`src/hw/rtl/rngc_pkg.sv`:
```
// shared types, constants and register codes for the range classifier
package rngc_pkg;

   localparam int unsigned ECHO_WIDTH  = 15;
   localparam int unsigned DIST_WIDTH  = 14;
   localparam int unsigned SUM_WIDTH   = 15;
   localparam int unsigned COUNT_WIDTH = 2;

   // distance = floor(echo_us * ECHO_SCALE / ECHO_DIVISOR), done as a reciprocal multiply
   localparam int unsigned ECHO_SCALE   = 80;
   localparam int unsigned ECHO_DIVISOR = 291;
   localparam int unsigned ECHO_SHIFT   = 24;
   localparam int unsigned ECHO_RECIP_WIDTH = 23;
   localparam logic [ECHO_RECIP_WIDTH-1:0] ECHO_RECIP = ECHO_RECIP_WIDTH'(
      ((64'(ECHO_SCALE) << ECHO_SHIFT) + 64'(ECHO_DIVISOR) - 64'd1) / 64'(ECHO_DIVISOR));

   // group mean, exact for any sum below 2**AVG_SHIFT
   localparam int unsigned AVERAGE_COUNT   = 3;
   localparam int unsigned AVG_SHIFT       = 17;
   localparam int unsigned AVG_RECIP_WIDTH = AVG_SHIFT + 1;
   localparam logic [AVG_RECIP_WIDTH-1:0] AVG_RECIP = AVG_RECIP_WIDTH'(
      ((64'd1 << AVG_SHIFT) + 64'(AVERAGE_COUNT) - 64'd1) / 64'(AVERAGE_COUNT));

   localparam logic [DIST_WIDTH-1:0] MIN_DISTANCE_RESET      = DIST_WIDTH'(32);
   localparam logic [DIST_WIDTH-1:0] MAX_DISTANCE_RESET      = DIST_WIDTH'(6400);
   localparam logic [DIST_WIDTH-1:0] FAR_LIMIT_RESET         = DIST_WIDTH'(800);
   localparam logic [DIST_WIDTH-1:0] NEAR_LIMIT_RESET        = DIST_WIDTH'(320);
   localparam logic [DIST_WIDTH-1:0] BOUNDARY_DISTANCE_RESET = DIST_WIDTH'(160);

   typedef enum logic [2:0] {
      CSR_MIN_DISTANCE      = 3'd0,
      CSR_MAX_DISTANCE      = 3'd1,
      CSR_FAR_LIMIT         = 3'd2,
      CSR_NEAR_LIMIT        = 3'd3,
      CSR_BOUNDARY_DISTANCE = 3'd4
   } csr_index_type;

   typedef enum logic [1:0] {
      ZONE_FREE = 2'd0,
      ZONE_NEAR = 2'd1,
      ZONE_GRAB = 2'd2,
      ZONE_SHUT = 2'd3
   } zone_type;

   typedef struct packed {
      logic [DIST_WIDTH-1:0] min_distance;
      logic [DIST_WIDTH-1:0] max_distance;
      logic [DIST_WIDTH-1:0] far_limit;
      logic [DIST_WIDTH-1:0] near_limit;
      logic [DIST_WIDTH-1:0] boundary_distance;
   } cfg_type;

   typedef struct packed {
      logic [DIST_WIDTH-1:0] distance;
      zone_type              zone;
      logic                  group_last;
      logic [SUM_WIDTH-1:0]  group_total;
   } dist_word_type;

endpackage

```
`src/hw/rtl/rngc_csr.sv`:
```
// configuration registers of the range classifier
module rngc_csr (
   input  logic                            clock,
   input  logic                            reset,
   input  logic                            csr_write_en,
   input  logic [2:0]                      csr_index,
   input  logic [rngc_pkg::DIST_WIDTH-1:0] csr_wdata,
   output rngc_pkg::cfg_type               cfg
);

   rngc_pkg::cfg_type cfg_ff;
   rngc_pkg::cfg_type cfg_in;

   always_comb begin
      cfg_in = cfg_ff;
      if (csr_write_en) begin
         case (rngc_pkg::csr_index_type'(csr_index))
            rngc_pkg::CSR_MIN_DISTANCE:      cfg_in.min_distance      = csr_wdata;
            rngc_pkg::CSR_MAX_DISTANCE:      cfg_in.max_distance      = csr_wdata;
            rngc_pkg::CSR_FAR_LIMIT:         cfg_in.far_limit         = csr_wdata;
            rngc_pkg::CSR_NEAR_LIMIT:        cfg_in.near_limit        = csr_wdata;
            rngc_pkg::CSR_BOUNDARY_DISTANCE: cfg_in.boundary_distance = csr_wdata;
            default: cfg_in = cfg_ff;
         endcase
      end
   end

   always_ff @(posedge clock) begin
      if (reset) begin
         cfg_ff.min_distance      <= rngc_pkg::MIN_DISTANCE_RESET;
         cfg_ff.max_distance      <= rngc_pkg::MAX_DISTANCE_RESET;
         cfg_ff.far_limit         <= rngc_pkg::FAR_LIMIT_RESET;
         cfg_ff.near_limit        <= rngc_pkg::NEAR_LIMIT_RESET;
         cfg_ff.boundary_distance <= rngc_pkg::BOUNDARY_DISTANCE_RESET;
      end else begin
         cfg_ff <= cfg_in;
      end
   end

   assign cfg = cfg_ff;

endmodule

```
`src/hw/rtl/rngc_convert.sv`:
```
// input register and echo time to distance conversion
module rngc_convert (
   input  logic                            clock,
   input  logic                            reset,
   input  logic                            in_valid,
   output logic                            in_ready,
   input  logic [rngc_pkg::ECHO_WIDTH-1:0] in_echo_us,
   output logic                            out_valid,
   input  logic                            out_ready,
   output logic [rngc_pkg::DIST_WIDTH-1:0] out_distance
);

   localparam int unsigned PROD_WIDTH = rngc_pkg::ECHO_WIDTH + rngc_pkg::ECHO_RECIP_WIDTH;

   logic                            valid_ff;
   logic                            valid_in;
   logic [rngc_pkg::ECHO_WIDTH-1:0] echo_ff;
   logic [PROD_WIDTH-1:0]           product;

   assign in_ready = !valid_ff || out_ready;
   assign valid_in = in_ready ? in_valid : valid_ff;

   always_ff @(posedge clock) begin
      if (reset) begin
         valid_ff <= 1'b0;
      end else begin
         valid_ff <= valid_in;
      end
   end

   always_ff @(posedge clock) begin
      if (in_valid && in_ready) begin
         echo_ff <= in_echo_us;
      end
   end

   // reciprocal multiply is exact over the whole 15 bit echo range
   assign product = PROD_WIDTH'(echo_ff) * PROD_WIDTH'(rngc_pkg::ECHO_RECIP);
   assign out_distance =
      product[rngc_pkg::ECHO_SHIFT +: rngc_pkg::DIST_WIDTH];
   assign out_valid = valid_ff;

endmodule

```
`src/hw/rtl/rngc_validate.sv`:
```
// range check with hold, zone classification and group accumulation
module rngc_validate (
   input  logic                            clock,
   input  logic                            reset,
   input  rngc_pkg::cfg_type               cfg,
   input  logic                            in_valid,
   output logic                            in_ready,
   input  logic [rngc_pkg::DIST_WIDTH-1:0] in_distance,
   output logic                            out_valid,
   input  logic                            out_ready,
   output rngc_pkg::dist_word_type         out_word
);

   logic                              valid_ff;
   logic                              valid_in;
   rngc_pkg::dist_word_type           word_ff;
   rngc_pkg::dist_word_type           word_in;
   logic [rngc_pkg::DIST_WIDTH-1:0]   held_ff;
   logic [rngc_pkg::DIST_WIDTH-1:0]   held_in;
   logic [rngc_pkg::SUM_WIDTH-1:0]    sum_ff;
   logic [rngc_pkg::SUM_WIDTH-1:0]    sum_in;
   logic [rngc_pkg::COUNT_WIDTH-1:0]  count_ff;
   logic [rngc_pkg::COUNT_WIDTH-1:0]  count_in;
   logic                              load;
   logic [rngc_pkg::DIST_WIDTH-1:0]   distance;
   logic [rngc_pkg::SUM_WIDTH-1:0]    total;
   logic [rngc_pkg::COUNT_WIDTH-1:0]  count_next;
   logic                              last;

   assign in_ready = !valid_ff || out_ready;
   assign load     = in_valid && in_ready;
   assign valid_in = in_ready ? in_valid : valid_ff;

   always_comb begin
      // out-of-range reading falls back to the last good distance
      if (in_distance < cfg.min_distance || in_distance > cfg.max_distance) begin
         distance = held_ff;
      end else begin
         distance = in_distance;
      end

      total      = sum_ff + rngc_pkg::SUM_WIDTH'(distance);
      count_next = count_ff + rngc_pkg::COUNT_WIDTH'(1);
      last       = count_next >= rngc_pkg::COUNT_WIDTH'(rngc_pkg::AVERAGE_COUNT);

      word_in.distance    = distance;
      word_in.group_last  = last;
      word_in.group_total = total;
      if (distance >= cfg.far_limit) begin
         word_in.zone = rngc_pkg::ZONE_FREE;
      end else if (distance >= cfg.near_limit) begin
         word_in.zone = rngc_pkg::ZONE_NEAR;
      end else if (distance != '0) begin
         word_in.zone = rngc_pkg::ZONE_GRAB;
      end else begin
         word_in.zone = rngc_pkg::ZONE_SHUT;
      end

      held_in  = held_ff;
      sum_in   = sum_ff;
      count_in = count_ff;
      if (load) begin
         held_in  = distance;
         sum_in   = last ? '0 : total;
         count_in = last ? '0 : count_next;
      end
   end

   always_ff @(posedge clock) begin
      if (reset) begin
         valid_ff <= 1'b0;
         held_ff  <= '0;
         sum_ff   <= '0;
         count_ff <= '0;
      end else begin
         valid_ff <= valid_in;
         held_ff  <= held_in;
         sum_ff   <= sum_in;
         count_ff <= count_in;
      end
   end

   always_ff @(posedge clock) begin
      if (load) begin
         word_ff <= word_in;
      end
   end

   assign out_valid = valid_ff;
   assign out_word  = word_ff;

endmodule

```
`src/hw/rtl/rngc_average.sv`:
```
// group mean, boundary flag and result register
module rngc_average (
   input  logic                            clock,
   input  logic                            reset,
   input  rngc_pkg::cfg_type               cfg,
   input  logic                            in_valid,
   output logic                            in_ready,
   input  rngc_pkg::dist_word_type         in_word,
   output logic                            out_valid,
   input  logic                            out_ready,
   output logic [rngc_pkg::DIST_WIDTH-1:0] out_distance_q4,
   output logic [1:0]                      out_zone,
   output logic                            out_average_ready,
   output logic [rngc_pkg::DIST_WIDTH-1:0] out_average_q4,
   output logic                            out_boundary_hit
);

   localparam int unsigned PROD_WIDTH = rngc_pkg::SUM_WIDTH + rngc_pkg::AVG_RECIP_WIDTH;

   logic                            valid_ff;
   logic                            valid_in;
   logic [rngc_pkg::DIST_WIDTH-1:0] distance_ff;
   rngc_pkg::zone_type              zone_ff;
   logic                            ready_ff;
   logic [rngc_pkg::DIST_WIDTH-1:0] average_ff;
   logic [rngc_pkg::DIST_WIDTH-1:0] average_in;
   logic                            hit_ff;
   logic                            hit_in;
   logic [PROD_WIDTH-1:0]           product;
   logic                            load;

   assign in_ready = !valid_ff || out_ready;
   assign load     = in_valid && in_ready;
   assign valid_in = in_ready ? in_valid : valid_ff;

   assign product = PROD_WIDTH'(in_word.group_total) * PROD_WIDTH'(rngc_pkg::AVG_RECIP);

   always_comb begin
      average_in = '0;
      hit_in     = 1'b0;
      if (in_word.group_last) begin
         average_in = product[rngc_pkg::AVG_SHIFT +: rngc_pkg::DIST_WIDTH];
         hit_in     = (average_in <= cfg.boundary_distance) && (average_in != '0);
      end
   end

   always_ff @(posedge clock) begin
      if (reset) begin
         valid_ff <= 1'b0;
      end else begin
         valid_ff <= valid_in;
      end
   end

   always_ff @(posedge clock) begin
      if (load) begin
         distance_ff <= in_word.distance;
         zone_ff     <= in_word.zone;
         ready_ff    <= in_word.group_last;
         average_ff  <= average_in;
         hit_ff      <= hit_in;
      end
   end

   assign out_valid         = valid_ff;
   assign out_distance_q4   = distance_ff;
   assign out_zone          = zone_ff;
   assign out_average_ready = ready_ff;
   assign out_average_q4    = average_ff;
   assign out_boundary_hit  = hit_ff;

endmodule

```
`src/hw/rtl/ultrasonic_range_classifier_core.sv`:
```
// echo width to distance, hold, zone and 3-word group average
// path: a request word is registered in the convert, validate and average
// stages in turn and is held on the rsp outputs until taken
// throughput: one word per cycle while rsp_ready is high; three stages
// hold one word each, stalling only when the next is full and not draining
// reset: thresholds return to defaults; held distance and group sum/count clear
module ultrasonic_range_classifier_core (
   input  logic                            clock,
   input  logic                            reset,
   input  logic                            req_valid,
   output logic                            req_ready,
   input  logic [rngc_pkg::ECHO_WIDTH-1:0] req_echo_us,
   output logic                            rsp_valid,
   input  logic                            rsp_ready,
   output logic [rngc_pkg::DIST_WIDTH-1:0] rsp_distance_q4,
   output logic [1:0]                      rsp_zone,
   output logic                            rsp_average_ready,
   output logic [rngc_pkg::DIST_WIDTH-1:0] rsp_average_q4,
   output logic                            rsp_boundary_hit,
   input  logic                            csr_write_en,
   input  logic [2:0]                      csr_index,
   input  logic [rngc_pkg::DIST_WIDTH-1:0] csr_wdata
);

   rngc_pkg::cfg_type               cfg;
   logic                            conv_valid;
   logic                            conv_ready;
   logic [rngc_pkg::DIST_WIDTH-1:0] conv_distance;
   logic                            val_valid;
   logic                            val_ready;
   rngc_pkg::dist_word_type         val_word;

   rngc_csr u_csr (
      .clock        (clock),
      .reset        (reset),
      .csr_write_en (csr_write_en),
      .csr_index    (csr_index),
      .csr_wdata    (csr_wdata),
      .cfg          (cfg)
   );

   rngc_convert u_convert (
      .clock        (clock),
      .reset        (reset),
      .in_valid     (req_valid),
      .in_ready     (req_ready),
      .in_echo_us   (req_echo_us),
      .out_valid    (conv_valid),
      .out_ready    (conv_ready),
      .out_distance (conv_distance)
   );

   rngc_validate u_validate (
      .clock       (clock),
      .reset       (reset),
      .cfg         (cfg),
      .in_valid    (conv_valid),
      .in_ready    (conv_ready),
      .in_distance (conv_distance),
      .out_valid   (val_valid),
      .out_ready   (val_ready),
      .out_word    (val_word)
   );

   rngc_average u_average (
      .clock             (clock),
      .reset             (reset),
      .cfg               (cfg),
      .in_valid          (val_valid),
      .in_ready          (val_ready),
      .in_word           (val_word),
      .out_valid         (rsp_valid),
      .out_ready         (rsp_ready),
      .out_distance_q4   (rsp_distance_q4),
      .out_zone          (rsp_zone),
      .out_average_ready (rsp_average_ready),
      .out_average_q4    (rsp_average_q4),
      .out_boundary_hit  (rsp_boundary_hit)
   );

endmodule

```
`config.mk`:
```
export PLATFORM = sky130hd
export DESIGN_NAME = ultrasonic_range_classifier_core
export DESIGN_NICKNAME = d
export VERILOG_FILES = /design/src/hw/rtl/rngc_pkg.sv /design/src/hw/rtl/rngc_csr.sv /design/src/hw/rtl/rngc_convert.sv /design/src/hw/rtl/rngc_validate.sv /design/src/hw/rtl/rngc_average.sv /design/src/hw/rtl/ultrasonic_range_classifier_core.sv
export SDC_FILE = /design/constraint.sdc
export NUM_CORES = 1
export LEC_CHECK = 0
export ABC_CLOCK_PERIOD_IN_PS = 9900
export BUFFER_PORTS_ARGS = -buffer_cell sky130_fd_sc_hd__buf_4
export CORE_AREA = 2 2 182 148
export DETAILED_ROUTE_END_ITERATION = 10
export DIE_AREA = 0 0 184 150
export GPL_TIMING_DRIVEN = 0
export HOLD_SLACK_MARGIN = 0.1
export PLACE_DENSITY_LB_ADDON = 0.2
export SLEW_MARGIN = 30
export SYNTH_ARGS = -nofsm -noshare
export SYNTH_HDL_FRONTEND = slang
export SYNTH_SLANG_ARGS = --single-unit
```
`constraint.sdc`:
```
create_clock -name clock -period 9.9 [get_ports clock]
set_input_delay 0 -clock clock [delete_from_list [all_inputs] [get_ports clock]]
set_output_delay 0 -clock clock [all_outputs]
set_load 0.05 [all_outputs]
```
==> impl_metrics.yaml <==
worst_setup_path:
  worstPathArrival_ns: 9.89
  crit_path_end_kind: "flop"
  worstSetupStartpoint: "u_convert.echo_ff[9]"
  r2r_start: "u_convert.echo_ff[9]"
  startpoint_type: "flop"
  crit_type: "reg -> reg"
  crit_slowest_cell: "fa_1"
  cpPeakStageDelay_ns: 0.53
  critPathMaxFanout: 10
  crit_top_cell: "inv_1"
  critPathRequiredTime_ns: 10.27
floorplanning:
  die-area_mm2: 0.0276
  core-area_mm2: 0.0259
  std_cell_rows: 53
  start_util_pct: 62.7
  design.portCount: 71
  die_w_um: 184
  die_h_um: 150
clock_network:
  clockBufferDepth: 2
  cts_made_buffers: 17
  clkTransAtPathRegs_ns: 0.08
  insertion_delay_ns: 0.45
  cts_tree: "built"
  htreeDepth: 4
  clock_sinks: 183
  ctsRootBufferMaster: "clkbuf_16"
sta:
  finClkSkew_ns: 0.0164
  finalCritPeriodShare_pct: 96.1
  slew_headroom_pct: 43.3
  finalCriticalPeriod_ns: 9.52
  fin_tns_setup_ns: 0
  worstMarginPinSlew_ns: 0.847
  hold_violations: 0
  slew_violations: 0
  finalSetupViolations: 0
  fmax_mhz: 105
synth:
  yosysSeqAreaShare_pct: 27.5
  synth_area_mm2: 0.0162
  synth_fp_nets: 2162
  synth_seq_cells: 183
  synthDistinctLibCells: 76
  syn_area_per_cell_um2: 9.63
  synth_edf_count: 79
  yosysWarnings: 0
  yosys.area.top_type: "ha_1"
  synth_cells: 1685
  synth_area_leaders: "ha_1, fa_1, edfxtp_1"
  synth_async_sr_flop_share_pct: 0
  synth_ff_type: "dfxtp_1"
  yosys.area.top_type_share_pct: 24.4
drt:
  drtIter0Drc: 996
  avgRoutedWirePerCell_um: 18.4
  drc: 0
  drt_wl_total_mm: 40.0
  first_pass_iters: 6
  route.vias.total: 12800
  avgViaCountPerCell: 5.87
  final_antenna_net_count: 0
global_routing:
  grt_overflow: 0
  grt_first_pass_wirelength_mm: 63.9
  grtUsageTotal_pct: 30.0
  grt_max_degree: 25
  antenna_found_initial: 0
  grt_pass1_vias: 12500
layout:
  final_common_cell: "ha_1"
  fin_nets: 2310
  layout.cells.non_filler: 2177
  final_layout_size_suffix_gt1_share_pct: 10.6
  final_core_util_pct: 72.0
  area_growth_pct: 14.7
  final_cell_mix: "ha_1, inv_1, nand2_1, a21oi_1, fa_1"
status:
  outcome: "completed"
placement:
  numPortBuffers: 69
  gp_congestion: 0.943
  place_inst: 2089
  post-dp-hpwl_mm: 31.8
min_path:
  hp-class: "in -> reg"
  min-delay-start: "reset"
job:
  drv_cap: 0
## per-layer routing
layer / part of all wire, % / global-route usage, % / vias up
met1: 47 / 43.4 / 6196
met2: 45 / 47.0 / 455
li1: - / - / 6069
met3: 7.3 / 6.18 / 51
met5: 0 / 0 / -
met4: 1.4 / 5.64 / 0
## synthesized netlist by cell type (19+ instances only)
cell and n:
ha_1 316, dfxtp_1 104, o21ai_0 36, nor2_1 63, nand3_1 20, clkbuf_1 33
a21o_1 20, nand4_1 19, a21oi_1 133, inv_1 267, and2_1 19, fa_1 124
xnor2_1 21, edfxtp_1 79, nor3_1 32, nand2_1 197
## registers in the layout, summed over array words and instances (netlist names), 2 cells and up
register	cells
u_average.out_distance_q4	14
u_validate.held_ff	14
u_validate.out_word	32
u_validate.sum_ff	15
u_average.out_zone	2
u_average.out_average_q4	14
u_convert.echo_ff	15
u_validate.count_ff	2
u_csr.cfg	70
## worst max-delay path, delay by kind of cell (launching register included)
kind | cells | cell delay [ns]
buf+inv | 5 | 0.40
simple gates | 8 | 1.81
fa+ha+maj | 9 | 3.70
flops | 1 | 0.49
compound gates | 15 | 3.02
## kinds of logic after synthesis
logic type | count (synthesis) | synth area share [%]
fa+ha+maj | 440 | 39.7
simple gates | 427 | 12.3
buf+inv | 305 | 7.08
compound gates | 297 | 11.6
flops | 183 | 27.5
xor+xnor | 28 | 1.51
mux | 5 | 0.339
## final timing paths
check                                                    end  slack, ns  depth (start not counted)
worst max register to register         u_validate.sum_ff[14]       0.38                         37
worst max-delay path                   u_validate.sum_ff[14]       0.38                         37
worst min register to register  u_average.out_distance_q4[4]       0.42                          0
worst min-delay path                   u_validate.sum_ff[11]       0.15                          3
## through the flow
step	hold WS [ns]	area [µm²]	setup slack, ns
global placement	0.178	17200	-0.583
detailed placement	0.179	17300	-0.371
finish	0.153	18600	0.383
CTS	0.153	18300	0.00334
global route	0.205	18600	-0.0538
floorplan	0.0989	16200	1.11
## timing repair
item | 4_1_cts | 5_1_grt
pin swaps | 1 | 10
endpoints found under the hold margin | 101 | 0
setup buffers | 3 | 14
hold buffers | 38 | 0
resized for setup | 10 | 40
setup endpoints to repair | 13 | 20
## final cells by class
type,instances,area [µm²]
multi-input combinational,1197,10900
buffer,37,144
antenna,1,2.50
sequential,183,4450
clock inverter,15,179
tap,330,413
fill,1907,7240
clock buffer,17,425
timing repair buffer,129,1100
inverter,268,1010
Power is not shown: default switching activity piles up to over one toggle a cycle in this logic, so the estimate is an artifact.
